### src/hdl/md5_pkg.sv
package md5_pkg;

    typedef logic [31:0] t_word;
    typedef logic [3:0][31:0] t_chain;

    typedef struct packed {
        logic [7:0] msg_byte;
        logic       has_byte;
        logic       is_last;
    } t_item;

    typedef enum logic [2:0] {
        ST_IDLE,
        ST_PAD,
        ST_LEN,
        ST_COMP,
        ST_OUT
    } t_state;

    typedef enum logic [1:0] {
        AFT_NONE,
        AFT_PAD,
        AFT_LEN,
        AFT_DONE
    } t_after;

    localparam t_chain CHAIN_INIT = {32'h10325476, 32'h98badcfe, 32'hefcdab89, 32'h67452301};

    localparam logic [7:0] PAD_BYTE = 8'h80;
    localparam logic [5:0] LEN_POS  = 6'd56;
    localparam logic [5:0] LAST_POS = 6'd63;
    localparam logic [5:0] LAST_RND = 6'd63;

    localparam int QUEUE_DEPTH = 2;
    localparam int QUEUE_AW    = $clog2(QUEUE_DEPTH);
    localparam logic [QUEUE_AW:0] QUEUE_FULL = (QUEUE_AW + 1)'(QUEUE_DEPTH);

    localparam logic [4:0] ROT_AMT [16] = '{
        5'd7, 5'd12, 5'd17, 5'd22, 5'd5, 5'd9, 5'd14, 5'd20,
        5'd4, 5'd11, 5'd16, 5'd23, 5'd6, 5'd10, 5'd15, 5'd21
    };

    localparam t_word SINE_K [64] = '{
        32'hd76aa478, 32'he8c7b756, 32'h242070db, 32'hc1bdceee,
        32'hf57c0faf, 32'h4787c62a, 32'ha8304613, 32'hfd469501,
        32'h698098d8, 32'h8b44f7af, 32'hffff5bb1, 32'h895cd7be,
        32'h6b901122, 32'hfd987193, 32'ha679438e, 32'h49b40821,
        32'hf61e2562, 32'hc040b340, 32'h265e5a51, 32'he9b6c7aa,
        32'hd62f105d, 32'h02441453, 32'hd8a1e681, 32'he7d3fbc8,
        32'h21e1cde6, 32'hc33707d6, 32'hf4d50d87, 32'h455a14ed,
        32'ha9e3e905, 32'hfcefa3f8, 32'h676f02d9, 32'h8d2a4c8a,
        32'hfffa3942, 32'h8771f681, 32'h6d9d6122, 32'hfde5380c,
        32'ha4beea44, 32'h4bdecfa9, 32'hf6bb4b60, 32'hbebfbc70,
        32'h289b7ec6, 32'heaa127fa, 32'hd4ef3085, 32'h04881d05,
        32'hd9d4d039, 32'he6db99e5, 32'h1fa27cf8, 32'hc4ac5665,
        32'hf4292244, 32'h432aff97, 32'hab9423a7, 32'hfc93a039,
        32'h655b59c3, 32'h8f0ccc92, 32'hffeff47d, 32'h85845dd1,
        32'h6fa87e4f, 32'hfe2ce6e0, 32'ha3014314, 32'h4e0811a1,
        32'hf7537e82, 32'hbd3af235, 32'h2ad7d2bb, 32'heb86d391
    };

    function automatic logic [3:0] msg_index(input logic [5:0] rnd);
        logic [3:0] lo;
        logic [3:0] idx;
        lo = rnd[3:0];
        case (rnd[5:4])
            2'd0:    idx = lo;
            2'd1:    idx = lo * 4'd5 + 4'd1;
            2'd2:    idx = lo * 4'd3 + 4'd5;
            default: idx = lo * 4'd7;
        endcase
        return idx;
    endfunction

    function automatic t_word round_f(input logic [1:0] phase, input t_word b,
                                      input t_word c, input t_word d);
        t_word f;
        case (phase)
            2'd0:    f = (b & c) | (~b & d);
            2'd1:    f = (b & d) | (c & ~d);
            2'd2:    f = b ^ c ^ d;
            default: f = c ^ (b | ~d);
        endcase
        return f;
    endfunction

    function automatic t_word rotl32(input t_word x, input logic [4:0] s);
        logic [63:0] dbl;
        dbl = {x, x} << s;
        return dbl[63:32];
    endfunction

    function automatic t_word swap32(input t_word x);
        return {x[7:0], x[15:8], x[23:16], x[31:24]};
    endfunction

endpackage

### src/hdl/md5_front.sv
module md5_front
    import md5_pkg::*;
(
    input  logic       i_clk,
    input  logic       i_rst_n,
    input  logic       i_valid,
    output logic       o_ready,
    input  logic [7:0] i_msg_byte,
    input  logic       i_has_byte,
    input  logic       i_is_last,
    output logic       o_item_valid,
    output t_item      o_item,
    input  logic       i_pop
);

    t_item                r_q [QUEUE_DEPTH];
    logic [QUEUE_AW-1:0]  r_wp;
    logic [QUEUE_AW-1:0]  r_rp;
    logic [QUEUE_AW:0]    r_cnt;
    logic [QUEUE_AW:0]    n_cnt;
    logic                 push;

    // Words that carry neither a byte nor an end mark are taken and dropped.
    assign o_ready      = (r_cnt != QUEUE_FULL);
    assign push         = i_valid && o_ready && (i_has_byte || i_is_last);
    assign o_item_valid = (r_cnt != '0);
    assign o_item       = r_q[r_rp];

    always_comb begin
        n_cnt = r_cnt;
        if (push && !i_pop) begin
            n_cnt = r_cnt + 1'b1;
        end else if (!push && i_pop) begin
            n_cnt = r_cnt - 1'b1;
        end
    end

    always_ff @(posedge i_clk) begin
        if (!i_rst_n) begin
            r_wp  <= '0;
            r_rp  <= '0;
            r_cnt <= '0;
        end else begin
            r_cnt <= n_cnt;
            if (push) begin
                r_wp <= r_wp + 1'b1;
            end
            if (i_pop) begin
                r_rp <= r_rp + 1'b1;
            end
        end
    end

    always_ff @(posedge i_clk) begin
        if (push) begin
            r_q[r_wp] <= '{msg_byte: i_msg_byte, has_byte: i_has_byte, is_last: i_is_last};
        end
    end

endmodule

### src/hdl/md5_round.sv
module md5_round
    import md5_pkg::*;
(
    input  logic       i_clk,
    input  logic       i_rst_n,
    input  logic       i_start,
    input  t_chain     i_chain,
    output logic [3:0] o_widx,
    input  t_word      i_wdata,
    output logic       o_done,
    output t_chain     o_sum
);

    logic       r_load;
    logic       r_run;
    logic       r_fin;
    logic [5:0] r_cnt;
    t_word      r_a;
    t_word      r_b;
    t_word      r_c;
    t_word      r_d;
    t_word      r_pre;
    logic [5:0] pre_idx;
    t_word      f;
    t_word      t;
    t_word      nb;

    // The message word and constant of the following round are summed and registered during the current round.
    assign pre_idx = r_run ? r_cnt + 6'd1 : '0;
    assign o_widx  = msg_index(pre_idx);

    always_comb begin
        f  = round_f(r_cnt[5:4], r_b, r_c, r_d);
        t  = r_a + f + r_pre;
        nb = r_b + rotl32(t, ROT_AMT[{r_cnt[5:4], r_cnt[1:0]}]);
    end

    always_ff @(posedge i_clk) begin
        if (!i_rst_n) begin
            r_load <= 1'b0;
            r_run  <= 1'b0;
            r_fin  <= 1'b0;
            r_cnt  <= '0;
        end else begin
            r_load <= i_start;
            r_run  <= r_load || (r_run && (r_cnt != LAST_RND));
            r_fin  <= r_run && (r_cnt == LAST_RND);
            if (r_load) begin
                r_cnt <= '0;
            end else if (r_run) begin
                r_cnt <= r_cnt + 6'd1;
            end
        end
    end

    always_ff @(posedge i_clk) begin
        if (r_load) begin
            r_a <= i_chain[0];
            r_b <= i_chain[1];
            r_c <= i_chain[2];
            r_d <= i_chain[3];
        end else if (r_run) begin
            r_a <= r_d;
            r_d <= r_c;
            r_c <= r_b;
            r_b <= nb;
        end
        if (r_load || r_run) begin
            r_pre <= i_wdata + SINE_K[pre_idx];
        end
    end

    assign o_done   = r_fin;
    assign o_sum[0] = i_chain[0] + r_a;
    assign o_sum[1] = i_chain[1] + r_b;
    assign o_sum[2] = i_chain[2] + r_c;
    assign o_sum[3] = i_chain[3] + r_d;

endmodule

### src/hdl/md5_back.sv
module md5_back
    import md5_pkg::*;
(
    input  logic        i_clk,
    input  logic        i_rst_n,
    input  logic        i_item_valid,
    input  t_item       i_item,
    output logic        o_pop,
    output logic        o_valid,
    input  logic        i_ready,
    output logic [63:0] o_digest_first_half,
    output logic [63:0] o_digest_second_half,
    output logic        o_start,
    output t_chain      o_chain,
    input  logic [3:0]  i_widx,
    output t_word       o_wdata,
    input  logic        i_done,
    input  t_chain      i_sum
);

    t_state      r_state;
    t_state      n_state;
    t_after      r_after;
    t_after      n_after;
    logic [5:0]  r_pos;
    logic [5:0]  n_pos;
    logic [63:0] r_len;
    logic [63:0] n_len;
    t_chain      r_chain;
    t_chain      n_chain;
    t_word       r_blk [16];
    t_word       n_blk [16];
    logic        r_ov;
    logic        n_ov;
    logic [63:0] r_d1;
    logic [63:0] n_d1;
    logic [63:0] r_d2;
    logic [63:0] n_d2;

    always_comb begin
        n_state = r_state;
        n_after = r_after;
        n_pos   = r_pos;
        n_len   = r_len;
        n_chain = r_chain;
        n_blk   = r_blk;
        n_ov    = r_ov && !i_ready;
        n_d1    = r_d1;
        n_d2    = r_d2;
        o_pop   = 1'b0;
        o_start = 1'b0;
        case (r_state)
            ST_IDLE: begin
                if (i_item_valid) begin
                    o_pop = 1'b1;
                    if (i_item.has_byte) begin
                        n_blk[r_pos[5:2]][{r_pos[1:0], 3'b000} +: 8] = i_item.msg_byte;
                        n_len = r_len + 64'd8;
                        n_pos = r_pos + 6'd1;
                        if (r_pos == LAST_POS) begin
                            o_start = 1'b1;
                            n_state = ST_COMP;
                            n_after = i_item.is_last ? AFT_PAD : AFT_NONE;
                        end else if (i_item.is_last) begin
                            n_state = ST_PAD;
                        end
                    end else if (i_item.is_last) begin
                        n_state = ST_PAD;
                    end
                end
            end
            ST_PAD: begin
                for (int w = 0; w < 16; w++) begin
                    for (int k = 0; k < 4; k++) begin
                        if (6'(w * 4 + k) == r_pos) begin
                            n_blk[w][k*8 +: 8] = PAD_BYTE;
                        end else if (6'(w * 4 + k) > r_pos) begin
                            n_blk[w][k*8 +: 8] = '0;
                        end
                    end
                end
                if (r_pos >= LEN_POS) begin
                    n_after = AFT_LEN;
                end else begin
                    n_blk[14] = r_len[31:0];
                    n_blk[15] = r_len[63:32];
                    n_after   = AFT_DONE;
                end
                o_start = 1'b1;
                n_state = ST_COMP;
            end
            ST_LEN: begin
                for (int w = 0; w < 14; w++) begin
                    n_blk[w] = '0;
                end
                n_blk[14] = r_len[31:0];
                n_blk[15] = r_len[63:32];
                n_after   = AFT_DONE;
                o_start   = 1'b1;
                n_state   = ST_COMP;
            end
            ST_COMP: begin
                if (i_done) begin
                    n_chain = i_sum;
                    case (r_after)
                        AFT_NONE: n_state = ST_IDLE;
                        AFT_PAD:  n_state = ST_PAD;
                        AFT_LEN:  n_state = ST_LEN;
                        AFT_DONE: n_state = ST_OUT;
                        default:  n_state = ST_IDLE;
                    endcase
                end
            end
            ST_OUT: begin
                if (!r_ov || i_ready) begin
                    n_ov    = 1'b1;
                    n_d1    = {swap32(r_chain[0]), swap32(r_chain[1])};
                    n_d2    = {swap32(r_chain[2]), swap32(r_chain[3])};
                    n_chain = CHAIN_INIT;
                    n_pos   = '0;
                    n_len   = '0;
                    n_after = AFT_NONE;
                    n_state = ST_IDLE;
                end
            end
            default: n_state = ST_IDLE;
        endcase
    end

    always_ff @(posedge i_clk) begin
        if (!i_rst_n) begin
            r_state <= ST_IDLE;
            r_after <= AFT_NONE;
            r_pos   <= '0;
            r_len   <= '0;
            r_chain <= CHAIN_INIT;
            r_ov    <= 1'b0;
        end else begin
            r_state <= n_state;
            r_after <= n_after;
            r_pos   <= n_pos;
            r_len   <= n_len;
            r_chain <= n_chain;
            r_ov    <= n_ov;
        end
    end

    always_ff @(posedge i_clk) begin
        r_blk <= n_blk;
        r_d1  <= n_d1;
        r_d2  <= n_d2;
    end

    assign o_valid              = r_ov;
    assign o_digest_first_half  = r_d1;
    assign o_digest_second_half = r_d2;
    assign o_chain              = r_chain;
    assign o_wdata              = r_blk[i_widx];

endmodule

### src/hdl/md5_message_digest.sv
// MD5 hasher that takes the message one byte per input word.
// Input channel: i_valid/o_ready with i_msg_byte, i_has_byte and i_is_last.
// A word with i_has_byte set adds i_msg_byte to the message. A word with
// i_is_last set ends the message after its byte, if any, and a word with
// neither flag is taken and ignored.
// Output channel: o_valid/i_ready with the 128-bit digest in standard byte
// order, bytes 0 to 7 on o_digest_first_half and 8 to 15 on
// o_digest_second_half, the first byte in the top bits of each.
// The 64th byte of a block starts the round unit, which hashes the block as a
// load, 64 rounds and a chain add; no byte leaves the queue while it runs.
// This single round unit sets the sustained byte rate.
// The final word adds one or two padded blocks before the digest appears;
// a two-word queue in front lets the sender run ahead by two words during
// a block.
// Reset empties the queue, clears the byte count and the length, and loads the initial chaining words.
// If the receiver stalls, the digest is held in the output register and the
// block keeps hashing the next message until a second digest is ready.
module md5_message_digest
    import md5_pkg::*;
(
    input  logic        i_clk,
    input  logic        i_rst_n,
    input  logic        i_valid,
    output logic        o_ready,
    input  logic [7:0]  i_msg_byte,
    input  logic        i_has_byte,
    input  logic        i_is_last,
    output logic        o_valid,
    input  logic        i_ready,
    output logic [63:0] o_digest_first_half,
    output logic [63:0] o_digest_second_half
);

    logic       item_valid;
    t_item      item;
    logic       pop;
    logic       start;
    t_chain     chain;
    logic [3:0] widx;
    t_word      wdata;
    logic       done;
    t_chain     sum;

    md5_front u_front (
        .i_clk        (i_clk),
        .i_rst_n      (i_rst_n),
        .i_valid      (i_valid),
        .o_ready      (o_ready),
        .i_msg_byte   (i_msg_byte),
        .i_has_byte   (i_has_byte),
        .i_is_last    (i_is_last),
        .o_item_valid (item_valid),
        .o_item       (item),
        .i_pop        (pop)
    );

    md5_back u_back (
        .i_clk                (i_clk),
        .i_rst_n              (i_rst_n),
        .i_item_valid         (item_valid),
        .i_item               (item),
        .o_pop                (pop),
        .o_valid              (o_valid),
        .i_ready              (i_ready),
        .o_digest_first_half  (o_digest_first_half),
        .o_digest_second_half (o_digest_second_half),
        .o_start              (start),
        .o_chain              (chain),
        .i_widx               (widx),
        .o_wdata              (wdata),
        .i_done               (done),
        .i_sum                (sum)
    );

    md5_round u_round (
        .i_clk   (i_clk),
        .i_rst_n (i_rst_n),
        .i_start (start),
        .i_chain (chain),
        .o_widx  (widx),
        .i_wdata (wdata),
        .o_done  (done),
        .o_sum   (sum)
    );

endmodule

### config.mk
export PLATFORM = sky130hd
export DESIGN_NAME = md5_message_digest
export DESIGN_NICKNAME = d
export VERILOG_FILES = /design/src/hdl/md5_pkg.sv /design/src/hdl/md5_front.sv /design/src/hdl/md5_round.sv /design/src/hdl/md5_back.sv /design/src/hdl/md5_message_digest.sv
export SDC_FILE = /design/constraint.sdc
export NUM_CORES = 2
export LEC_CHECK = 0
export BUFFER_PORTS_ARGS = -buffer_cell sky130_fd_sc_hd__buf_2
export CORE_MARGIN = 3
export CORE_UTILIZATION = 35
export CTS_CLUSTER_DIAMETER = 80
export DETAILED_ROUTE_END_ITERATION = 6
export PLACE_DENSITY_LB_ADDON = 0.12
export SLEW_MARGIN = 40
export SYNTH_ARGS = -nofsm -noshare
export SYNTH_HDL_FRONTEND = slang
export SYNTH_SLANG_ARGS = --single-unit
### constraint.sdc
create_clock -name i_clk -period 8.46 [get_ports i_clk]
set_input_delay 1.269 -clock i_clk [delete_from_list [all_inputs] [get_ports i_clk]]
set_output_delay 1.269 -clock i_clk [all_outputs]
set_load 0.005 [all_outputs]
* Word level (Yosys, flattened, before mapping)
Memory sizes are Yosys's and may differ from the RTL's. A register that Yosys moved wholly into a read port is not among the register bits.
Index checks and enable logic that the tools add are counted.
** Operators by class
- Bitwise logic cells :: 17
- Multipliers :: 3
- Multiplexer cells :: 193
- Reduce and logical (&&, ||, !) cells :: 99
- Equality and inequality tests :: 147
- Shifts and indexed selects :: 3
- Magnitude comparators :: 70
- Add/sub/neg operators :: 18
** Operators with widths (count)
- 512-bit one-hot mux with 3 select lines :: 1
- 512-bit 2-to-1 mux :: 2
- 8-bit 2-to-1 mux :: 128
- 512-bit bitwise mux :: 1
- 32-bit 2-to-1 mux :: 13
- 4-bit AND reduction :: 65
- 32-bit adder :: 8
- 128-bit 2-to-1 mux :: 2
- 64-bit 2-to-1 mux :: 4
- 128-bit one-hot mux with 2 select lines :: 1
- 6-bit == test, first input constant :: 32
- 6-bit > comparator, first input constant :: 32
- 3-bit by 1-bit inequality test with 1-bit output, second input constant :: 56
- 32-bit bitwise AND :: 4
- 32-bit binary-select mux with 4-bit select :: 1
- 32-bit demux with 4-bit select :: 1
- 64-bit one-hot mux with 2 select lines :: 1
- 5-bit by 6-bit == test with 1-bit output, first input constant :: 16
- 5-bit by 6-bit > comparator with 1-bit output, first input constant :: 16
- 32-bit OR :: 3
- 32-bit one-hot mux with 3 select lines :: 1
- 32-bit bitwise XOR :: 3
- 64-bit by 4-bit adder with 64-bit output, second input constant :: 1
- 32-bit inverter :: 2
- 60 further kinds :: 156
** Word-level totals
- Flip-flop bits (word level) :: 1017
- Memories :: 3
- Bits in read-only memories :: 2128
- Memory bits (writable) :: 20
- Word-level logic and storage cells :: 640
- Output and inout bits :: 130
- Input port bits :: 14
** Memories
- (name not given) :: depth 64, bits a word 32, read ports 1, clocked after memory_dff 0, write ports 0, RTL line md5_round.sv:69 : r_pre <= i_wdata + SINE_K[pre_idx];
- (name not given) :: depth 16, bits a word 5, read ports 1, clocked after memory_dff 0, write ports 0, RTL line md5_round.sv:35 : nb = r_b + rotl32(t, ROT_AMT[{r_cnt[5:4], r_cnt[1:0]}]);
- u_front.r_q :: depth 2, bits a word 10, read ports 1, clocked after memory_dff 1, write ports 1, RTL line md5_front.sv:16 : t_item r_q [QUEUE_DEPTH];

* Depth between registers and ports, before layout
- Word-level depth :: 10
- Gate-level depth with buffers :: 39

* Hierarchy
From an unflattened synthesis, not the netlist that was laid out.
** Second synthesis, totals
- Cell total of the unflattened synthesis :: 6878
- Area total of the unflattened synthesis :: 65920.7 µm²
** Modules (own cells, without submodules)
- md5_back :: area each 39416.6 µm², cells each 3603, times used 1
- md5_round :: area each 25555.8 µm², cells each 3217, times used 1
- md5_front :: area each 948.4 µm², cells each 58, times used 1

* Worst setup path before layout
No wires, ideal clock.
- Kind :: reg-to-reg
- Start point :: register u_round.r_cnt[4]
- End point :: register u_round.r_b[31], data pin
- Buffers on the path :: 5
- Arrival time :: 8.127 ns
- Data required time :: 8.308 ns
- Stages on the path, launching flop included :: 36
- Path slack :: 0.181 ns
- Period minus slack after synthesis :: 8.279 ns
- Library setup time :: 0.152 ns
- Path through :: dfxtp_1 > clkbuf_1 > buf_2 > buf_2 > buf_1 > clkbuf_1 > o22a_1 > o221ai_1 > fa_1 > inv_1 > ha_1 > a211o_1 > a2111o_1 > a31oi_4 > nand3b_1 > nand2_1 > or3_1 > and2_1 > mux2_2 > mux2_2 > mux2_2 > mux2i_1 > mux2i_1 > ha_1 > inv_1 > nor2_1 > o311ai_1 > a2111oi_0 > o21ai_1 > a31oi_1 > o41ai_1 > o21ai_1 > a21o_1 > a21oi_1 > or4_1 > a31oi_1
** Between the ends
- Word-level cells in the longest chain between the ends :: 8
- Elaborated cells between the ends (all ways) :: 14
** RTL lines
- from (decl) :: RTL line md5_round.sv:17 : logic [5:0] r_cnt;
- from (signal assigned) :: RTL line md5_round.sv:51 : r_cnt <= r_cnt + 6'd1;
- 2-bit == test (tied with other cells) :: RTL line md5_pkg.sv:78 : case (phase)
- 32-bit one-hot mux with 3 select lines or memory read 16 x 5 bit (tied branches)
- 32-bit adder or 5-bit 2-to-1 mux (tied branches) (2 in a row) :: RTL line md5_round.sv:34, md5_round.sv:35
- 64-bit by 5-bit left shift with 64-bit output (*) :: RTL line md5_pkg.sv:89 : dbl = {x, x} << s;
- 32-bit adder (*) :: RTL line md5_round.sv:35
- 32-bit 2-to-1 mux (*) :: RTL line md5_round.sv:62 : end else if (r_run) begin
- 32-bit 2-to-1 mux (*) :: RTL line md5_round.sv:57 : if (r_load) begin
- to (signal assigned) :: RTL line md5_round.sv:59 : r_b <= i_chain[1];
- to (signal assigned) :: RTL line md5_round.sv:66 : r_b <= nb;
- to (decl) :: RTL line md5_round.sv:19 : t_word r_b;
Every way passes the cells marked *; elsewhere a longest branch is shown, timed or not. The select of a mux whose other input is x is not followed.
A chain may end at the register's enable or synchronous reset.

* Worst setup path after layout
- Start point :: register u_round.r_cnt[4]
- End point :: register u_round.r_b[30], data pin
The elaborated chain is that of the path after synthesis.

==> impl_metrics.ini <==
[clock_tree]
clk_pin_slew_ns = 0.06
clock_sinks = 1035
clockBufferDepth = 3
cts-root-buf = clkbuf_16
clk_latency_ns = 0.81
cts_tree = built
cts_made_buffers = 119
h-tree-depth = 3

[synthesis]
synthDominantCellAreaShare = 0.3767
synth-main-ff-cell = edfxtp_1
avgSynthCellArea_sq_um = 9.390
synthesis.area_sq_um = 65370
yosysMostFrequentCell = nor2_1
synthArstFlopShare = 0
synth-seq-area-share = 0.4426
synth_common_cells = nor2_1, edfxtp_1, a21oi_1
synth_area_leader_cell = edfxtp_1
synth_nets = 7272
postSynthCellCount = 6961
yosys-top-cells-area = edfxtp_1, nor2_1, dfxtp_1, a21oi_1, ha_1
ys_warn_count = 0
synth_edf_count = 820
ys_types = 93
synth-seq-cells = 1035

[timing]
hold_viol_final = 0
fmax_mhz = 126.3
hold_slack_ns = 0.4895
worst_pin_slew_ns = 0.9043
slew_headroom = 0.3972
rsz0062_at_grt = true
setup_viol = 0
setup_tns_ns = 0
period_minus_slack_ns = 7.920
period_share = 0.9362
skew_ns = 0.09476
drv_slew = 0

[setup_path]
worst-r2r-setup-slack_ns = 0.54
timing.critical_path.from = u_round.r_cnt[4]
rr_endpoint = u_round.r_b[30]
max_stage_delay_ns = 0.50
crit_buf_inv = 3
path_class = reg2reg
worst_r2r_path_depth = 34
r2r_start = u_round.r_cnt[4]
slowest_stage = a2111o_1
crit_family = compound AO/OA/AOI/OAI gates
crit_end = u_round.r_b[30]
cp-end-kind = register
cp-start-kind = register
worst-path-stages = 34
path_max_fanout = 8
arrival_ns = 8.42
required_ns = 8.96

[finish]
drive_gt1_frac = 0.1312
area_delta_synth_final_pct = 13.30
layout.nets = 7340
design_area_sq_um = 74060

[drt]
ant_nets = 0
vias_per_cell = 5.638
num_vias = 54110
drc = 0
drt-initial-drc-count = 5047
first_pass_iters = 6
wl_per_cell_um = 24.39
wl_um = 234100

[global_routing]
grt-ovfl-total = 0
grt_pass1_wl_um = 347400
antenna_found_initial = 6
grt_max_degree = 94
gr-usage-all-layers = 0.2373
grt_pass1_vias = 52407

[worst_hold_path]
hp-start = u_back.r_len[63]
hp-class = reg2reg
hold_depth = 2

[floorplanning]
dieWidth_um = 438.2
die_h_um = 438.2
core.rowCount = 157
core-area_sq_um = 184300
die-area_sq_um = 192000
initial_core_util = 0.3547
pin_count = 144

[placed_design]
dp_hpwl_um = 168200
finalWeightedCongestion = 0.9410
dpl_cell_area_sq_um = 69820
port_buffers = 143

[run]
maxCapViolCount = 0

[status]
status = complete, no violations
## placed cells by master, fill, tap and decap left out, types with 34 or more instances in the layout
cell       Yosys  routed
a211oi_1      98      98
a21boi_0      46      45
a21o_1       103     102
a21oi_1      783     765
a22oi_1       34      34
a31oi_1       71      68
buf_2         36     144
buf_4          8     217
clkbuf_16      0     119
dfxtp_1      215     212
edfxtp_1     820     820
fa_1          41      41
ha_1         256     255
inv_1        251     249
mux2_2        87      87
mux2i_1      118     115
mux4_2       133     133
nand2_1      610     595
nand2b_1      43      42
nand3_1      124     124
nand4_1       36      36
nor2_1      1210    1188
nor2b_1       59      57
nor3_1        92      88
o211ai_1      34      34
o21a_1        37      37
o21ai_0      375     359
o221ai_1      39      37
o22ai_1       67      62
or3_1         35      35
xnor2_1      147     145
xor2_1       141     139
## worst min-delay path: stages, from the launching register on
cell     delay [ns]
dfxtp_1        0.32
o21ai_0        0.07
a21oi_1        0.06
## metal layers
metal | vias to the layer above | track usage | share of wire
met1 | 26380 | 0.3055 | 0.42
li1 | 25458 | - | -
met5 | - | 0 | 0.00012
met4 | 4 | 0.08442 | 0.039
met3 | 397 | 0.03358 | 0.056
met2 | 1871 | 0.4058 | 0.48
## worst min path at each step
stage / slack [ns] / end
finish: 0.49 / u_back.r_len[63]
global route: 0.50 / u_back.o_digest_first_half[5]
CTS: 0.49 / u_back.o_digest_first_half[5]
detailed placement: 0.48 / u_back.r_len[63]
global placement: 0.47 / u_back.r_len[63]
floorplan: 0.44 / u_back.o_digest_second_half[42]
## cell families after synthesis
logic type | synth area share
AND/OR/NAND/NOR | 0.1520
multiplexers | 0.07888
buffers and inverters | 0.04129
adder cells (fa/ha/maj) | 0.06615
flip-flops | 0.4426
AO/OA/AOI/OAI | 0.1805
XOR/XNOR | 0.03859
## layout make-up
class                   count  area (sq um)
multi-input cells        5229         34270
repair buffers            387          2799
diodes                      2         5.005
flip-flops and latches   1035         28940
fillers                 18378        110200
inverters                 257         970.9
clock inverters            78         885.9
well taps                2464          3083
clock buffers             146          3109
## repair_timing
item                                    CTS  global route
hold buffers                              0             0
endpoints found under the setup margin    1            11
resized for setup                         1            36
pin swaps                                 0             7
buffers inserted                          0             5
endpoints found under the hold margin     0             0
cloned                                    0             0
## state kept, by name, summed over array words and instances (netlist names), named ones only
signal	cells
u_back.o_chain	128
u_back.o_digest_first_half	64
u_back.o_digest_second_half	64
u_back.o_valid	1
u_back.r_after	2
u_back.r_blk	512
u_back.r_len	61
u_back.r_pos	6
u_back.r_state	3
u_front.r_cnt	2
u_front.r_q	20
u_front.r_rp	1
u_front.r_wp	1
u_round.o_done	1
u_round.r_a	32
u_round.r_b	32
u_round.r_c	32
u_round.r_cnt	6
u_round.r_d	32
u_round.r_load	1
u_round.r_pre	32
u_round.r_run	1
## stage by stage
step,utilization,worst slack (ns),instances
2_1_floorplan,-,0.1811,6961
3_3_place_gp,0.3779,0.04055,9366
3_5_place_dp,0.3789,-0.01207,9367
4_1_cts,0.4006,0.02997,9591
5_1_grt,0.4019,0.02145,9597
6_report,0.4019,0.5400,9598
Power is not shown: default switching activity piles up to over one toggle a cycle in this logic, so the estimate is an artifact.
